--- config.mk ---
export PLATFORM = sky130hd
export DESIGN_NAME = piecewise_speed_level_mapper
export DESIGN_NICKNAME = d
export VERILOG_FILES = /design/src/rtl/core/psl_pkg.sv /design/src/rtl/core/psl_front.sv /design/src/rtl/core/psl_div_cell.sv /design/src/rtl/core/piecewise_speed_level_mapper.sv
export VERILOG_INCLUDE_DIRS = /design/src /design/src/rtl/core
export SDC_FILE = /design/constraint.sdc
export NUM_CORES = 1
export LEC_CHECK = 0
export BUFFER_PORTS_ARGS = -buffer_cell sky130_fd_sc_hd__buf_2
export CAP_MARGIN = 20
export CORE_AREA = 3 3 233 178
export DETAILED_ROUTE_END_ITERATION = 6
export DIE_AREA = 0 0 236 181
export GPL_TIMING_DRIVEN = 0
export PLACE_DENSITY_LB_ADDON = 0.15
export SYNTH_ARGS = -nofsm -noshare
export SYNTH_HDL_FRONTEND = slang
export SYNTH_SLANG_ARGS = --single-unit
--- constraint.sdc ---
create_clock -name clk -period 20.7 [get_ports clk]
set_input_delay 2.07 -clock clk [delete_from_list [all_inputs] [get_ports clk]]
set_output_delay 2.07 -clock clk [all_outputs]
set_load 0.02 [all_outputs]
--- src/rtl/core/piecewise_speed_level_mapper_macros.svh ---
// ----------------------------------------------------------------------------
// Speed level mapper assertion macros
// Concurrent assertion wrappers; empty when SYNTHESIS is defined.
// ----------------------------------------------------------------------------
`ifndef PIECEWISE_SPEED_LEVEL_MAPPER_MACROS_SVH
`define PIECEWISE_SPEED_LEVEL_MAPPER_MACROS_SVH

`ifndef SYNTHESIS

// same-cycle implication
`define PSL_ASSERT_IMP(lbl, clk, rstn, ante, cons) \
  lbl: assert property (@(posedge clk) disable iff (!rstn) (ante) |-> (cons)) \
    else $error("speed level mapper assertion failed");

// implication after a fixed number of cycles
`define PSL_ASSERT_DLY(lbl, clk, rstn, ante, dly, cons) \
  lbl: assert property (@(posedge clk) disable iff (!rstn) (ante) |-> ##dly (cons)) \
    else $error("speed level mapper assertion failed");

`else

`define PSL_ASSERT_IMP(lbl, clk, rstn, ante, cons)
`define PSL_ASSERT_DLY(lbl, clk, rstn, ante, dly, cons)

`endif

`endif

--- src/rtl/core/psl_pkg.sv ---
// ----------------------------------------------------------------------------
// Speed level mapper package
// Shared widths, codes and the record that travels down the divider chain.
// ----------------------------------------------------------------------------
package psl_pkg;

  localparam int CMD_W         = 21;  // Q16.4 signed command
  localparam int LEVEL_W       = 17;  // rounded magnitude, 0..65536
  localparam int BP_W          = 16;
  localparam int NUM_BP        = 9;
  localparam int NUM_SEG       = NUM_BP - 1;
  localparam int SEG_W         = $clog2(NUM_SEG);
  localparam int BP_IDX_W      = $clog2(NUM_BP);
  localparam int NUM_DIV_CELLS = 4;   // quotient 0..8
  localparam int QUO_W         = NUM_DIV_CELLS;
  localparam int DVS_W         = BP_W + 1;           // 2*d
  localparam int REM_W         = DVS_W + QUO_W;      // holds up to 16*(2*d)
  localparam int MAG_W         = 7;
  localparam int OUT_W         = 8;
  localparam int CFG_IDX_W     = 2;
  localparam int CFG_DATA_W    = 64;
  localparam int PIPE_LATENCY  = 4 + NUM_DIV_CELLS;

  localparam logic [MAG_W-1:0] MAG_SAT = 7'd64;

  localparam logic [CFG_IDX_W-1:0] REG_BP_LOW = 2'd0;
  localparam logic [CFG_IDX_W-1:0] REG_BP_MID = 2'd1;
  localparam logic [CFG_IDX_W-1:0] REG_BP_TOP = 2'd2;

  localparam logic [CFG_DATA_W-1:0] BP_LOW_RST = 64'd231937176113184833;
  localparam logic [CFG_DATA_W-1:0] BP_MID_RST = 64'd1354470670535034171;
  localparam logic [BP_W-1:0]       BP_TOP_RST = 16'd8000;

  typedef logic [NUM_BP-1:0][BP_W-1:0] bp_arr_t;

  typedef enum logic [1:0] {
    MODE_ZERO = 2'b00,  // below first breakpoint
    MODE_SAT  = 2'b01,  // at or above last breakpoint
    MODE_SEG  = 2'b10   // inside a segment, interpolate
  } mode_t;

  typedef struct packed {
    logic              valid;
    logic              neg;
    mode_t             mode;
    logic [SEG_W-1:0]  seg;
    logic [REM_W-1:0]  rem;
    logic [DVS_W-1:0]  dvs;
    logic [QUO_W-1:0]  quo;
  } div_cell_t;

endpackage

--- src/rtl/core/psl_front.sv ---
// ----------------------------------------------------------------------------
// Speed level mapper front end
// Magnitude and rounding, segment search, divider operand setup (3 stages).
// ----------------------------------------------------------------------------
`include "piecewise_speed_level_mapper_macros.svh"

module psl_front
  import psl_pkg::*;
(
  input  logic                    clk,
  input  logic                    rst_n,
  input  logic                    in_take,
  input  logic signed [CMD_W-1:0] in_speed_command,
  input  bp_arr_t                 bp,
  output div_cell_t               cell_out
);

  typedef struct packed {
    logic              valid;
    logic              neg;
    mode_t             mode;
    logic [SEG_W-1:0]  seg;
    logic [BP_W-1:0]   n;
    logic [BP_W-1:0]   d;
  } seg_rec_t;

  // stage 1: sign, magnitude, round half up
  logic [CMD_W-1:0]   raw;
  logic [CMD_W-1:0]   mag;
  logic [CMD_W-1:0]   mag_rnd;
  logic               s1_valid_r;
  logic               s1_neg_r;
  logic [LEVEL_W-1:0] s1_level_r;

  assign raw     = in_speed_command;
  assign mag     = raw[CMD_W-1] ? (~raw + CMD_W'(1)) : raw;
  assign mag_rnd = mag + CMD_W'(8);

  always_ff @(posedge clk) begin
    if (!rst_n) begin
      s1_valid_r <= 1'b0;
    end else begin
      s1_valid_r <= in_take;
    end
    s1_neg_r   <= raw[CMD_W-1];
    s1_level_r <= mag_rnd[CMD_W-1:4];
  end

  // stage 2: segment search and n, d
  logic [NUM_BP-1:0]   lt;
  logic                found;
  logic [SEG_W-1:0]    seg_sel;
  logic [BP_IDX_W-1:0] lo_idx;
  logic [BP_IDX_W-1:0] hi_idx;
  seg_rec_t            s2_nxt;
  seg_rec_t            s2_r;

  always_comb begin
    for (int k = 0; k < NUM_BP; k++) begin
      lt[k] = s1_level_r < {1'b0, bp[k]};
    end
    found   = 1'b0;
    seg_sel = '0;
    for (int k = 0; k < NUM_SEG; k++) begin
      if (!found && lt[k+1]) begin
        found   = 1'b1;
        seg_sel = SEG_W'(k);
      end
    end
    lo_idx = {1'b0, seg_sel};
    hi_idx = {1'b0, seg_sel} + BP_IDX_W'(1);

    s2_nxt.valid = s1_valid_r;
    s2_nxt.neg   = s1_neg_r;
    s2_nxt.seg   = seg_sel;
    if (lt[0]) begin
      s2_nxt.mode = MODE_ZERO;
    end else if (found) begin
      s2_nxt.mode = MODE_SEG;
    end else begin
      s2_nxt.mode = MODE_SAT;
    end
    // in a segment the level is below a 16-bit breakpoint
    s2_nxt.n = s1_level_r[BP_W-1:0] - bp[lo_idx];
    s2_nxt.d = bp[hi_idx] - bp[lo_idx];
  end

  always_ff @(posedge clk) begin
    if (!rst_n) begin
      s2_r.valid <= 1'b0;
    end else begin
      s2_r.valid <= s2_nxt.valid;
    end
    s2_r.neg  <= s2_nxt.neg;
    s2_r.mode <= s2_nxt.mode;
    s2_r.seg  <= s2_nxt.seg;
    s2_r.n    <= s2_nxt.n;
    s2_r.d    <= s2_nxt.d;
  end

  // stage 3: numerator 16n + d, divisor 2d
  div_cell_t s3_r;

  always_ff @(posedge clk) begin
    if (!rst_n) begin
      s3_r.valid <= 1'b0;
    end else begin
      s3_r.valid <= s2_r.valid;
    end
    s3_r.neg  <= s2_r.neg;
    s3_r.mode <= s2_r.mode;
    s3_r.seg  <= s2_r.seg;
    s3_r.rem  <= {1'b0, s2_r.n, 4'b0000} + {{(REM_W-BP_W){1'b0}}, s2_r.d};
    s3_r.dvs  <= {s2_r.d, 1'b0};
    s3_r.quo  <= '0;
  end

  assign cell_out = s3_r;

  `PSL_ASSERT_IMP(a_seg_div_nonzero, clk, rst_n,
                  s2_r.valid && (s2_r.mode == MODE_SEG), s2_r.d != '0)
  `PSL_ASSERT_IMP(a_seg_n_below_d, clk, rst_n,
                  s2_r.valid && (s2_r.mode == MODE_SEG), s2_r.n < s2_r.d)

endmodule

--- src/rtl/core/psl_div_cell.sv ---
// ----------------------------------------------------------------------------
// Speed level mapper divider cell
// One restoring step: decides one quotient bit and passes the record on.
// ----------------------------------------------------------------------------
`include "piecewise_speed_level_mapper_macros.svh"

module psl_div_cell
  import psl_pkg::*;
(
  input  logic      clk,
  input  logic      rst_n,
  input  div_cell_t cell_in,
  output div_cell_t cell_out
);

  logic [REM_W-1:0] dvs_top;
  logic [REM_W-1:0] diff;
  logic             ge;
  logic [REM_W-1:0] rem_keep;
  div_cell_t        cell_r;

  // compare against the divisor at the top quotient weight, then shift left
  assign dvs_top  = {1'b0, cell_in.dvs, {(QUO_W-1){1'b0}}};
  assign ge       = cell_in.rem >= dvs_top;
  assign diff     = cell_in.rem - dvs_top;
  assign rem_keep = ge ? diff : cell_in.rem;

  always_ff @(posedge clk) begin
    if (!rst_n) begin
      cell_r.valid <= 1'b0;
    end else begin
      cell_r.valid <= cell_in.valid;
    end
    cell_r.neg  <= cell_in.neg;
    cell_r.mode <= cell_in.mode;
    cell_r.seg  <= cell_in.seg;
    cell_r.rem  <= {rem_keep[REM_W-2:0], 1'b0};
    cell_r.dvs  <= cell_in.dvs;
    cell_r.quo  <= {cell_in.quo[QUO_W-2:0], ge};
  end

  assign cell_out = cell_r;

  // partial remainder stays below 16 divisors, else a quotient bit is lost
  `PSL_ASSERT_IMP(a_rem_bound, clk, rst_n,
                  cell_in.valid && (cell_in.mode == MODE_SEG),
                  cell_in.rem < {cell_in.dvs, {QUO_W{1'b0}}})

endmodule

--- src/rtl/core/piecewise_speed_level_mapper.sv ---
// ----------------------------------------------------------------------------
// Piecewise speed level mapper
// Maps a signed Q16.4 speed command to a signed speed level of -64..64.
//
// Input: a command is taken at a rising edge with start high and busy low.
//   busy is high only during reset and the cycle after it; otherwise a new
//   command can be taken every cycle.
// Output: out_valid strobes for one cycle with out_speed_level; there is no
//   back-pressure, the receiver takes every result in that cycle.
// Pipeline: a command passes the front-end stages, the 4-cell divider
//   chain (one quotient bit per cell) and the output register. Throughput is
//   one command per cycle while busy is low.
// Config: cfg_index selects breakpoints_low (0), breakpoints_mid (1) or
//   breakpoint_top (2); other indexes are dropped. Write only when idle.
// Reset: synchronous active low; pipeline emptied and breakpoints set to
//   their default (pan) values.
// ----------------------------------------------------------------------------
`include "piecewise_speed_level_mapper_macros.svh"

module piecewise_speed_level_mapper
  import psl_pkg::*;
(
  input  logic                         clk,
  input  logic                         rst_n,
  input  logic                         start,
  output logic                         busy,
  input  logic signed [CMD_W-1:0]      in_speed_command,
  output logic                         out_valid,
  output logic signed [OUT_W-1:0]      out_speed_level,
  input  logic                         cfg_valid,
  output logic                         cfg_ready,
  input  logic [CFG_IDX_W-1:0]         cfg_index,
  input  logic [CFG_DATA_W-1:0]        cfg_data
);

  logic                  busy_r;
  logic                  in_take;
  logic [CFG_DATA_W-1:0] bp_low_r;
  logic [CFG_DATA_W-1:0] bp_mid_r;
  logic [BP_W-1:0]       bp_top_r;
  bp_arr_t               bp;

  always_ff @(posedge clk) begin
    if (!rst_n) begin
      busy_r <= 1'b1;
    end else begin
      busy_r <= 1'b0;
    end
  end

  assign busy      = busy_r;
  assign cfg_ready = !busy_r;
  assign in_take   = start && !busy_r;

  // configuration registers
  always_ff @(posedge clk) begin
    if (!rst_n) begin
      bp_low_r <= BP_LOW_RST;
      bp_mid_r <= BP_MID_RST;
      bp_top_r <= BP_TOP_RST;
    end else if (cfg_valid && cfg_ready) begin
      case (cfg_index)
        REG_BP_LOW: bp_low_r <= cfg_data;
        REG_BP_MID: bp_mid_r <= cfg_data;
        REG_BP_TOP: bp_top_r <= cfg_data[BP_W-1:0];
        default: ;
      endcase
    end
  end

  always_comb begin
    for (int k = 0; k < 4; k++) begin
      bp[k]   = bp_low_r[k*BP_W +: BP_W];
      bp[k+4] = bp_mid_r[k*BP_W +: BP_W];
    end
    bp[NUM_BP-1] = bp_top_r;
  end

  // front end and divider chain
  div_cell_t chain [NUM_DIV_CELLS+1];

  psl_front u_front (
    .clk              (clk),
    .rst_n            (rst_n),
    .in_take          (in_take),
    .in_speed_command (in_speed_command),
    .bp               (bp),
    .cell_out         (chain[0])
  );

  for (genvar g = 0; g < NUM_DIV_CELLS; g++) begin : g_div
    psl_div_cell u_cell (
      .clk      (clk),
      .rst_n    (rst_n),
      .cell_in  (chain[g]),
      .cell_out (chain[g+1])
    );
  end

  // output stage: 8*segment + quotient, then sign
  div_cell_t         tail;
  logic [MAG_W-1:0]  mag;
  logic [OUT_W-1:0]  mag_ext;
  logic [OUT_W-1:0]  level_nxt;
  logic              out_valid_r;
  logic [OUT_W-1:0]  out_level_r;

  assign tail = chain[NUM_DIV_CELLS];

  always_comb begin
    case (tail.mode)
      MODE_ZERO: mag = '0;
      MODE_SAT:  mag = MAG_SAT;
      MODE_SEG:  mag = {1'b0, tail.seg, 3'b000} + {{(MAG_W-QUO_W){1'b0}}, tail.quo};
      default:   mag = '0;
    endcase
    mag_ext   = {1'b0, mag};
    level_nxt = tail.neg ? (~mag_ext + OUT_W'(1)) : mag_ext;
  end

  always_ff @(posedge clk) begin
    if (!rst_n) begin
      out_valid_r <= 1'b0;
    end else begin
      out_valid_r <= tail.valid;
    end
    out_level_r <= level_nxt;
  end

  assign out_valid       = out_valid_r;
  assign out_speed_level = out_level_r;

  `PSL_ASSERT_DLY(a_latency, clk, rst_n, in_take, PIPE_LATENCY, out_valid)
  `PSL_ASSERT_IMP(a_level_range, clk, rst_n, out_valid,
                  (out_speed_level >= -8'sd64) && (out_speed_level <= 8'sd64))
  `PSL_ASSERT_IMP(a_seg_quo_range, clk, rst_n,
                  tail.valid && (tail.mode == MODE_SEG), tail.quo <= QUO_W'(8))

endmodule

==> results by group, run 1 <==
Logic synthesis
  • Number of enable flip-flop cells after synthesis: 0
  • Average size of a mapped cell: 8.68 sq um
  • Cell taking the most area after synthesis: sky130_fd_sc_hd__dfxtp_1
  • Most common cell in the synthesized netlist: sky130_fd_sc_hd__dfxtp_1
  • Primary FF master, synth: sky130_fd_sc_hd__dfxtp_1
  • Portion of synthesized cell area occupied by the leading cell type: 35.7%
  • Register bit total from synthesis: 386
  • Seq/Total Area, Yosys: 35.7%
  • Cell types with the largest area share after synthesis: sky130_fd_sc_hd__dfxtp_1, sky130_fd_sc_hd__ha_1, sky130_fd_sc_hd__nand2_1
  • FFs w/ async S/R, synth: 0%
  • Yosys synthesis warning count: 0
  • Netlist area before placement: 21,600 sq um
  • Synthesized instance count: 2,492
  • Synth cell count leaders: sky130_fd_sc_hd__dfxtp_1, sky130_fd_sc_hd__nand2_1, sky130_fd_sc_hd__inv_1, sky130_fd_sc_hd__ha_1, sky130_fd_sc_hd__a21oi_1
  • Cell variety after synth: 79
  • Number of nets produced by synthesis: 2,836

Clock tree
  • Clock tree root driver cell: sky130_fd_sc_hd__clkbuf_16
  • PostCTS Resize Cnt: 0
  • H-Tree Depth: 2
  • Post-CTS setup buffer count: 0
  • Clock buffers created by TritonCTS: 40
  • Buffer depth of the longest clock path: 3
  • CTS tree: built
  • Clock transition at the registers of the reported paths: roughly 70 ps
  • CTS hold repair buffers: 0
  • Total number of clock tree sinks: just under 400
  • Clock insertion delay at the later pin of the skew report: 550 ps

Route
  • Detailed Route Iter0 Violations: 1,989
  • Total length of routed wires: roughly 73 mm
  • Number of remaining DRC errors: 0
  • Detail-routed via count per cell: 5.92
  • Overall via count from detail_route: approximately 19k
  • Final ANT Viol Nets: 0
  • DRT Pass-1 Iters: 6
  • Drt wl/cell: 23.1 um

Pwr
  • Ratio of total power to cell area: 155 nW/um^2
  • IR Drop Worst-Case VDD: about 0.076 mV
  • Power, Total: 3.74 mW
  • Cell leakage power: 10.6 nW

Final layout
  • Fill cell total of the finished layout: 3,453
  • Area overhead of the layout relative to synthesis: 11.6%
  • Share of post-route cells with drive strength above 1: just under 10%
  • Final cell utilization of the core: 61.3%
  • Final Net Count: 2,970
  • Area used by multi-input combinational logic: around 12,000 sq um
  • Area taken by flip-flops and latches: 7730 sq um

STA
  • Crit share post-route: 48.8%
  • Worst rel slew slack: between 10% and 20%
  • Worst Tran Pin Value: 1200 ps
  • Clk_skew: between 10 and 15 ps
  • Setup repair after global routing missed its margin: no
  • Number of setup violations in the final report: 0
  • Highest clock rate: 0.0989 GHz
  • Shortest period the worst path allows: about 10,000 ps
  • Pins over their slew limit: 0
  • Count of final hold-check violations: 0
  • Post-route setup TNS: 0 ps

GRT
  • Met1 track demand over resource in global routing: 50.3%
  • GRT Util Overall: between 30% and 40%
  • First-pass GRT wire length: 109 mm
  • Met2 track demand over resource: around 45%
  • Grt ovf: 0
  • Global routing usage on met3: 12.0%
  • Number of global-route vias before repair: 17.6k
  • Most congested layer reported by global routing: met1
  • Antenna violations before repair: 3
  • Maximum number of pins on one net before global-route repair: 17

Critical path
  • Kind of start point of the critical path: flip-flop
  • Slowest stage cell on the critical path: sky130_fd_sc_hd__dfxtp_1
  • Slowest stage delay, CP: 1110 ps
  • Crit path max fanout: 11
  • Path type of the worst setup path: reg2reg
  • Buf+Inv Stages, Crit Path: 5
  • FF-to-FF setup slack: 10,590 ps
  • CP endpoint kind: flip-flop
  • Most common cell type on the critical path: sky130_fd_sc_hd__o21ai_0
  • Arrival time worst endpoint: 10,540 ps
  • CP required: 21,140 ps
  • Gate family responsible for the most delay along the worst path: compound AO/OA/AOI/OAI gates

Floorplan
  • Vert. Die Dim: 181 um
  • Number of top-level pins: 102
  • Initial cell density of the core: 55.0%
  • Die boundary width: approximately 240 um
  • Die Footprint: around 43,000 sq um
  • Core area: around 39,000 sq um
  • Placement Rows: 63

Job
  • Max capacitance violation total: 0

Hold path
  • Hold Path Class: reg2reg

Status
  • Outcome: complete, no violations

Placement
  • Placer's final routability congestion estimate: 1.05
  • Post-detail-place hpwl: between 50 and 60 mm
  • Port-buffer cells: 90
## cell type report
| type | count | share of cell area [%] |
|---|---|---|
| antenna | 2 | 0.0207 |
| buffer | 101 | 2.02 |
| clock buffer | 49 | 4.50 |
| clock inverter | 24 | 1.12 |
| inverter | 259 | 4.03 |
| multi-input combinational | 1746 | 51.6 |
| sequential | 386 | 32.0 |
| tap | 520 | 2.70 |
| timing repair buffer | 92 | 2.00 |
## state kept, by name (all words and copies together), names as in the netlist
name and cells:
g_div.u_cell.cell_out 134, bp_low_r 64, bp_mid_r 64, u_front.cell_out 40
u_front.s2_r 39, u_front.s1_level_r 17, bp_top_r 16, out_speed_level 8
busy 1, out_valid 1, u_front.s1_neg_r 1, u_front.s1_valid_r 1
## routing by layer
| metal | up-vias | wire, um |
|---|---|---|
| met2 | 955 | 27500 |
| met5 | - | 13 |
| li1 | 8862 | - |
| met1 | 8861 | 33900 |
| met3 | 138 | 9760 |
| met4 | 2 | 2120 |
## per-stage QoR
| stage | hold slack (ps) | cell area (sq um) | worst slack [ps] | std cells |
|---|---|---|---|---|
| detailed placement | 312 | 22700 | 11100 | 3102 |
| global placement | 310 | 22700 | 11230 | 3102 |
| global route | 330 | 24100 | 10390 | 3177 |
| finish | 319 | 24100 | 10590 | 3179 |
| floorplan | 310 | 21600 | 14180 | 2492 |
| CTS | 326 | 24100 | 11050 | 3175 |
## final timing paths
check | from | end | cells after the start
setup / recovery | u_front.s1_level_r[4]$_DFF_P_ | u_front.s2_r[14]$_DFF_P_ | 30
hold / removal | g_div[2].u_cell.cell_out[47]$_DFF_P_ | g_div[3].u_cell.cell_out[47]$_DFF_P_ | 0
setup reg to reg | u_front.s1_level_r[4]$_DFF_P_ | u_front.s2_r[14]$_DFF_P_ | 30
hold reg to reg | g_div[2].u_cell.cell_out[47]$_DFF_P_ | g_div[3].u_cell.cell_out[47]$_DFF_P_ | 0
## logic make-up after synthesis
family | Yosys count | share of synthesized area (%)
AND/OR/NAND/NOR | 686 | 14.0
AO/OA/AOI/OAI | 604 | 17.5
flip-flops | 386 | 35.7
buffers and inverters | 360 | 6.75
adder cells (fa/ha/maj) | 254 | 14.9
multiplexers | 104 | 7.01
XOR/XNOR | 98 | 4.06
## placed cells by master, fill, tap and decap left out, types with 33 or more instances in the layout
| master | netlist | routed |
|---|---|---|
| sky130_fd_sc_hd__dfxtp_1 | 386 | 386 |
| sky130_fd_sc_hd__nand2_1 | 362 | 362 |
| sky130_fd_sc_hd__inv_1 | 258 | 258 |
| sky130_fd_sc_hd__ha_1 | 247 | 247 |
| sky130_fd_sc_hd__a21oi_1 | 235 | 235 |
| sky130_fd_sc_hd__nor2_1 | 141 | 141 |
| sky130_fd_sc_hd__buf_2 | 11 | 101 |
| sky130_fd_sc_hd__o21ai_0 | 95 | 95 |
| sky130_fd_sc_hd__clkbuf_1 | 68 | 72 |
| sky130_fd_sc_hd__xnor2_1 | 65 | 65 |
| sky130_fd_sc_hd__a21o_1 | 56 | 56 |
| sky130_fd_sc_hd__o211ai_1 | 53 | 53 |
| sky130_fd_sc_hd__mux2i_1 | 42 | 42 |
| sky130_fd_sc_hd__clkbuf_16 | 0 | 40 |
| sky130_fd_sc_hd__nand3_1 | 33 | 33 |
## power by group
part	internal (mW)	switching, mW	total, mW	leakage [nW]
Sequential	0.978	0.138	1.12	3.20
Combinational	0.810	1.06	1.87	6.76
Clock	0.428	0.324	0.752	0.655
Total	2.22	1.52	3.74	10.6
Power figures use the tool's default switching activity.
==> inputs of run 2 (changes only) <==
- clock period: 20.7 -> 9.6 ns (I/O delays scaled with it)
==> run 2 against run 1 <==
  * First-iteration DRC count fell by 4.2%
  * Non-clock buffer count fell by 2
  * Utilization barely moved
  * Cell count did not move
  * Wire length barely moved
  * Count of clock-buffer cells in the layout did not move
  * Sequential power rose by 120%
  * Total power rose by 120%
  * Fmax rose by 8.6%
  * Global-route usage did not move
  * Cell area barely moved
  * Worst setup slack got worse by 10000 ps
==> results by group, run 2 (synthesis gave the netlist of run 1 again) <==
STA
  • Worst rel slew slack: 26.3% (+6.3 points)
  • Pins over their slew limit: 0 (unchanged)
  • Highest clock rate: 0.107 GHz (+8.6%)
  • Clk_skew: 13.6 ps (+0.621 ps)
  • Setup repair after global routing missed its margin: no
  • Post-route setup TNS: 0 ps (unchanged)
  • Count of final hold-check violations: 0 (unchanged)
  • Min setup slack post-route: 290 ps (-10,300 ps)
  • Crit share post-route: 97.0% (+48 points)
  • Shortest period the worst path allows: 9310 ps (-797 ps)
  • Worst Tran Pin Value: 1100 ps (-94.9 ps)
  • Number of setup violations in the final report: 0 (unchanged)

Critical path
  • Arrival time worst endpoint: 9740 ps (-800 ps)
  • Slowest stage cell on the critical path: sky130_fd_sc_hd__dfxtp_1
  • Path type of the worst setup path: reg2reg
  • Crit path max fanout: 20 (+9)
  • Kind of start point of the critical path: flip-flop
  • Most common cell type on the critical path: sky130_fd_sc_hd__o21ai_0
  • CP endpoint kind: flip-flop
  • Slowest stage delay, CP: 820 ps (-290 ps)
  • CP required: 10,030 ps (-11,110 ps)

Floorplan
  • Number of top-level pins: 102 (unchanged)
  • Vert. Die Dim: 181 um (unchanged)
  • Initial cell density of the core: 55.0% (unchanged)
  • Placement Rows: 63 (unchanged)
  • Die boundary width: 236 um (unchanged)
  • Die Footprint: 42,700 sq um (unchanged)
  • Core area: 39,300 sq um (unchanged)

Clock tree
  • Clock buffers created by TritonCTS: 40 (unchanged)
  • H-Tree Depth: 2 (unchanged)
  • PostCTS Resize Cnt: 1 (+1)
  • Total number of clock tree sinks: 386 (unchanged)
  • Clock tree root driver cell: sky130_fd_sc_hd__clkbuf_16
  • Clock transition at the registers of the reported paths: 70 ps (about the same)
  • CTS hold repair buffers: 0 (unchanged)
  • Post-CTS setup buffer count: 0 (unchanged)
  • Buffer depth of the longest clock path: 3 (unchanged)
  • Clock insertion delay at the later pin of the skew report: 550 ps (about the same)
  • CTS tree: built

Final layout
  • Final Net Count: 2,968 (-0.067%)
  • Most used cells in the layout excluding fill and tap cells: sky130_fd_sc_hd__dfxtp_1, sky130_fd_sc_hd__nand2_1, sky130_fd_sc_hd__inv_1
  • Largest register FFs: 134 (unchanged)
  • Fill cell total of the finished layout: 3,449 (-0.12%)
  • Most frequent standard cell in the layout excluding fill and tap cells: sky130_fd_sc_hd__dfxtp_1
  • Area overhead of the layout relative to synthesis: 11.6% (about the same)
  • Share of post-route cells with drive strength above 1: 10.1% (+0.20 points)

Placement
  • Port-buffer cells: 90 (unchanged)
  • Placer's final routability congestion estimate: 1.05 (unchanged)
  • Placement-stage worst setup slack: 2.36 ps (-11,100 ps)
  • Post-detail-place hpwl: 57.0 mm (unchanged)

GRT
  • Number of global-route vias before repair: 17.6k (unchanged)
  • Grt ovf: 0 (unchanged)
  • First-pass GRT wire length: 109 mm (unchanged)
  • Antenna violations before repair: 3 (unchanged)
  • GRT Util Overall: 33.6% (unchanged)
  • Maximum number of pins on one net before global-route repair: 17 (unchanged)

Route
  • Number of remaining DRC errors: 0 (unchanged)
  • Detailed Route Iter0 Violations: 1,905 (-4.2%)
  • Detail-routed via count per cell: 5.93 (about the same)
  • DRT Pass-1 Iters: 7 (+1)
  • Drt wl/cell: 23.1 um (about the same)
  • Overall via count from detail_route: 18.8k (+0.096%)
  • Final ANT Viol Nets: 0 (unchanged)
  • Total length of routed wires: 73.3 mm (about the same)

Pwr
  • Ratio of total power to cell area: 334 nW/um^2 (+120%)
  • IR Drop Worst-Case VDD: 0.162 mV (+110%)
  • Cell leakage power: 10.6 nW (about the same)

Hold path
  • Hold Path Class: reg2reg

Status
  • Outcome: complete, no violations

Job
  • Max capacitance violation total: 0 (unchanged)
==> run 2: changes by cell type in the layout (fill, tap and decap cells not counted) <==
cell and change:
sky130_fd_sc_hd__diode_2 +2, sky130_fd_sc_hd__dfxtp_1 -3, sky130_fd_sc_hd__clkbuf_2 +2, sky130_fd_sc_hd__dfxtp_2 +3, sky130_fd_sc_hd__a2111oi_1 +1, sky130_fd_sc_hd__a2111oi_0 -1, sky130_fd_sc_hd__clkbuf_1 -4
==> run 2: critical path, delay by kind of cell (launching register included) <==
family	cells	cell delay, ps
mux	3	910
simple gates	5	950
flops	1	820
fa+ha+maj	3	950
compound gates	15	3900
buf+inv	4	1630
==> run 2: area by class of cell <==
type	count	area [sq um]	area share [%]
flip-flops and latches	386	7730	32.0
plain buffers	100	488	2.02
inverters	259	972	4.03
repair buffers	91	478	1.98
clock buffers	49	1080	4.50
diodes	4	10.0	0.0415
well taps	520	651	2.70
clock inverters	24	270	1.12
multi-input cells	1746	12400	51.6
==> run 2: where the power goes <==
part | switching, mW | leakage (nW) | internal, mW
logic | 2.28 | 6.77 | 1.75
registers | 0.299 | 3.20 | 2.11
clock network | 0.702 | 0.655 | 0.924
total | 3.28 | 10.6 | 4.78
==> run 2: metrics by stage <==
step / utilization (%) / cells / cell area, sq um / total power [mW] / hold WS (ps)
3_5_place_dp: 57.8 / 3102 / 22700 / 6.34 / 312
6_report: 61.3 / 3179 / 24100 / 8.06 / 319
5_1_grt: 61.3 / 3175 / 24100 / 8.63 / 330
4_1_cts: 61.2 / 3175 / 24100 / 7.99 / 326
2_1_floorplan: - / 2492 / 21600 / 5.30 / 310
3_3_place_gp: 57.8 / 3102 / 22700 / 6.23 / 310
==> run 2: final timing paths <==
path,from,endpoint,slack [ps],cells after the start
worst min-delay path,g_div[2].u_cell.cell_out[47]$_DFF_P_,g_div[3].u_cell.cell_out[47]$_DFF_P_,320,0
worst max-delay path,u_front.s1_level_r[10]$_DFF_P_,u_front.s2_r[14]$_DFF_P_,290,30
worst min register to register,g_div[2].u_cell.cell_out[47]$_DFF_P_,g_div[3].u_cell.cell_out[47]$_DFF_P_,320,0
worst max register to register,u_front.s1_level_r[10]$_DFF_P_,u_front.s2_r[14]$_DFF_P_,290,30
==> run 2: metal layers <==
metal,share of wire (%),up-vias,GRT usage (%),routed length (um)
met5,0.018,-,0,13
met4,2.5,2,9.29,1830
met1,46,8928,50.3,34000
li1,-,8866,-,-
met3,13,125,12.0,9690
met2,38,915,44.9,27800
==> inputs of run 3 (changes only) <==
- CORE_AREA: 3 3 233 178 -> 3 3 258 196
- DIE_AREA: 0 0 236 181 -> 0 0 261 199
==> run 3 against run 2 <==
  * Count of clock-buffer cells in the layout increased by 11
  * Via count decreased by 0.28%
  * Largest power group unchanged
  * Utilization decreased by 11 points
  * Critical path type unchanged
  * Worst setup slack improved by 260 ps
  * Cell area increased by 0.78%
==> results by group, run 3 (synthesis gave the netlist of run 1 again) <==
Route
  • Final ANT Viol Nets: 0 (unchanged)
  • DRT Pass-1 Iters: 5 (-2)
  • Number of remaining DRC errors: 0 (unchanged)
  • Overall via count from detail_route: 18.8k (-0.28%)
  • Detailed Route Iter0 Violations: 1,879 (-1.4%)
  • Detail-routed via count per cell: 5.69 (-4.0%)
  • Drt wl/cell: 22.5 um (-2.4%)
  • Total length of routed wires: 74.4 mm (+1.4%)

Final layout
  • Antenna cell count: 0 (-4)
  • Final Net Count: 2,970 (+0.067%)
  • Share of post-route cells with drive strength above 1: 9.91% (-0.15 points)
  • Fill cell total of the finished layout: 4,616 (+34%)
  • Area overhead of the layout relative to synthesis: 12.5%
  • Most frequent standard cell in the layout excluding fill and tap cells: sky130_fd_sc_hd__dfxtp_1
  • Largest register FFs: 134 (unchanged)
  • Most used cells in the layout excluding fill and tap cells: sky130_fd_sc_hd__dfxtp_1, sky130_fd_sc_hd__nand2_1, sky130_fd_sc_hd__inv_1

STA
  • Worst Tran Pin Value: 1070 ps (-33.8 ps)
  • Shortest period the worst path allows: 9050 ps (-258 ps)
  • Highest clock rate: 0.110 GHz (+2.9%)
  • Worst rel slew slack: 28.5% (+2.3 points)
  • Min setup slack post-route: 548 ps (+258 ps)
  • Count of final hold-check violations: 0 (unchanged)
  • Number of setup violations in the final report: 0 (unchanged)
  • Pins over their slew limit: 0 (unchanged)
  • Clk_skew: 25.2 ps (+11.6 ps)
  • Crit share post-route: 94.3% (-2.7 points)
  • Post-route setup TNS: 0 ps (unchanged)
  • Setup repair after global routing missed its margin: no

Floorplan
  • Placement Rows: 70 (+11%)
  • Vert. Die Dim: 199 um (+9.9%)
  • Die boundary width: 261 um (+11%)
  • Number of top-level pins: 102 (unchanged)
  • Initial cell density of the core: 44.6% (-10 points)
  • Core area: 48,400 sq um (+23%)
  • Die Footprint: 51,900 sq um (+22%)

GRT
  • First-pass GRT wire length: 110 mm (+0.96%)
  • Antenna violations before repair: 3 (unchanged)
  • Grt ovf: 0 (unchanged)
  • Most congested layer reported by global routing: met1
  • GRT Util Overall: 28.7% (-4.9 points)
  • Met1 track demand over resource in global routing: 43.9% (-6.4 points)
  • Number of global-route vias before repair: 17.6k (-0.18%)
  • Met2 track demand over resource: 37.4% (-7.5 points)
  • Global routing usage on met3: 9.65% (-2.3 points)
  • Maximum number of pins on one net before global-route repair: 15 (-2)

Hold path
  • Hold Path Class: reg2reg
  • Sink of the worst hold path: u_front.cell_out[23]$_DFF_P_
  • Critical hold path startpoint: u_front.s2_r[2]$_DFF_P_
  • Cell depth of the worst min-delay path: 0 (unchanged)

Critical path
  • Count of cells along the worst register-to-register path: 32 (+6.7%)
  • Path type of the worst setup path: reg2reg
  • Slowest stage cell on the critical path: sky130_fd_sc_hd__dfxtp_1
  • CP required: 10,050 ps (+20 ps)
  • Crit path max fanout: 10 (-50%)
  • Endpoint of the lowest-slack register-to-register path: u_front.s2_r[14]$_DFF_P_
  • Most common cell type on the critical path: sky130_fd_sc_hd__o21ai_0
  • Arrival time worst endpoint: 9500 ps (-240 ps)
  • FF-to-FF setup slack: 550 ps (+260 ps)
  • Slowest stage delay, CP: 940 ps (+120 ps)
  • Critical R2R Launch: u_front.s1_level_r[2]$_DFF_P_
  • CP endpoint kind: flip-flop
  • Kind of start point of the critical path: flip-flop

Pwr
  • Switching share of power: 39.8% (-0.94 points)
  • Clock power frac: 20.4% (+0.2 points)
  • Power, Total: 8.04 mW (-0.33%)
  • Cell leakage power: 10.7 nW (+0.33%)
  • Internal power summed over all cells: 4.84 mW (+1.3%)
  • Portion of total power attributed to sequential cells: 29.8% (about the same)
  • Ratio of total power to cell area: 330 nW/um^2 (-1.1%)
  • IR Drop Worst-Case VDD: 0.170 mV (+4.9%)
  • Net switching power of the design: 3.20 mW (-2.6%)
  • Comb power frac: 49.7% (-0.3 points)

Placement
  • Port-buffer cells: 90 (unchanged)
  • Post-detail-place hpwl: 59.0 mm (+3.5%)
  • Placement-stage worst setup slack: 272 ps (+270 ps)
  • Placer's final routability congestion estimate: 1.03 (-1.9%)

Status
  • Outcome: complete, no violations

Clock tree
  • Post-CTS setup buffer count: 0 (unchanged)
  • Buffer depth of the longest clock path: 3 (unchanged)
  • Total number of clock tree sinks: 386 (unchanged)
  • Clock insertion delay at the later pin of the skew report: 580 ps (+30 ps)
  • CTS tree: built
  • H-Tree Depth: 2 (unchanged)
  • Clock tree root driver cell: sky130_fd_sc_hd__clkbuf_16
  • Clock buffers created by TritonCTS: 41 (+2.5%)
  • Clock transition at the registers of the reported paths: 60 ps (about the same)

Job
  • Max capacitance violation total: 0 (unchanged)
run 3: cell types whose count changed in the layout (fill, tap and decap cells not counted), moves of 3 or more:
cell / change
sky130_fd_sc_hd__clkbuf_8: +7
sky130_fd_sc_hd__clkinv_4: -5
sky130_fd_sc_hd__clkinvlp_4: -4
sky130_fd_sc_hd__diode_2: -4
sky130_fd_sc_hd__clkbuf_1: +3
sky130_fd_sc_hd__clkbuf_16: +3
sky130_fd_sc_hd__clkbuf_2: -3
run 3: final cells by class:
type,count,area (sq um),share of cell area (%)
Tap cell,648,811,3.33
Clock buffer,60,1260,5.18
Buffer,100,490,2.02
Timing Repair Buffer,92,473,1.95
Multi-Input combinational cell,1746,12400,51.1
Sequential cell,386,7730,31.8
Inverter,259,972,4.00
Clock inverter,12,141,0.581
run 3: worst max-delay path by stage:
stage / end / start
floorplan: u_front.s2_r[14]$_DFF_P_ / u_front.s1_level_r[14]$_DFF_P_
global placement: u_front.s2_r[14]$_DFF_P_ / u_front.s1_level_r[6]$_DFF_P_
detailed placement: u_front.s2_r[14]$_DFF_P_ / u_front.s1_level_r[6]$_DFF_P_
CTS: u_front.s2_r[14]$_DFF_P_ / u_front.s1_level_r[8]$_DFF_P_
global route: u_front.s2_r[14]$_DFF_P_ / u_front.s1_level_r[2]$_DFF_P_
finish: u_front.s2_r[14]$_DFF_P_ / u_front.s1_level_r[2]$_DFF_P_
run 3: through the flow:
stage                     util, %  hold WS (ps)  area, sq um  cells
after global routing         50.2           330        24300   3303
after CTS                    50.2           327        24300   3303
final                        50.2           325        24300   3303
after detailed placement     47.3           313        22900   3231
after global placement       47.2           314        22900   3230
after floorplan                 -           310        21600   2492
run 3: layer usage:
metal,up-vias,routed length [um]
li1,8874,-
met1,8951,35900
met2,833,27200
met3,123,9210
met4,2,2030
met5,-,18
run 3: power groups by stage:
stage / sequential (mW) / combinational [mW] / clock [mW]
floorplan: 2.32 / 2.98 / 0
global placement: 2.43 / 3.84 / 0
detailed placement: 2.43 / 3.91 / 0
CTS: 2.40 / 3.95 / 1.68
global route: 2.45 / 4.47 / 1.74
finish: 2.40 / 4.00 / 1.64
run 3: repair_timing:
item                       4_1_cts  5_1_grt
resized for setup                0        6
setup endpoints to repair        0        4
hold buffers                     0        0
run 3: critical path, delay by kind of cell, from the launching register on:
family / cells / cell delay, ps
simple gates: 4 / 430
compound gates: 16 / 3820
flops: 1 / 940
mux: 3 / 920
fa+ha+maj: 3 / 1030
buf+inv: 6 / 1750
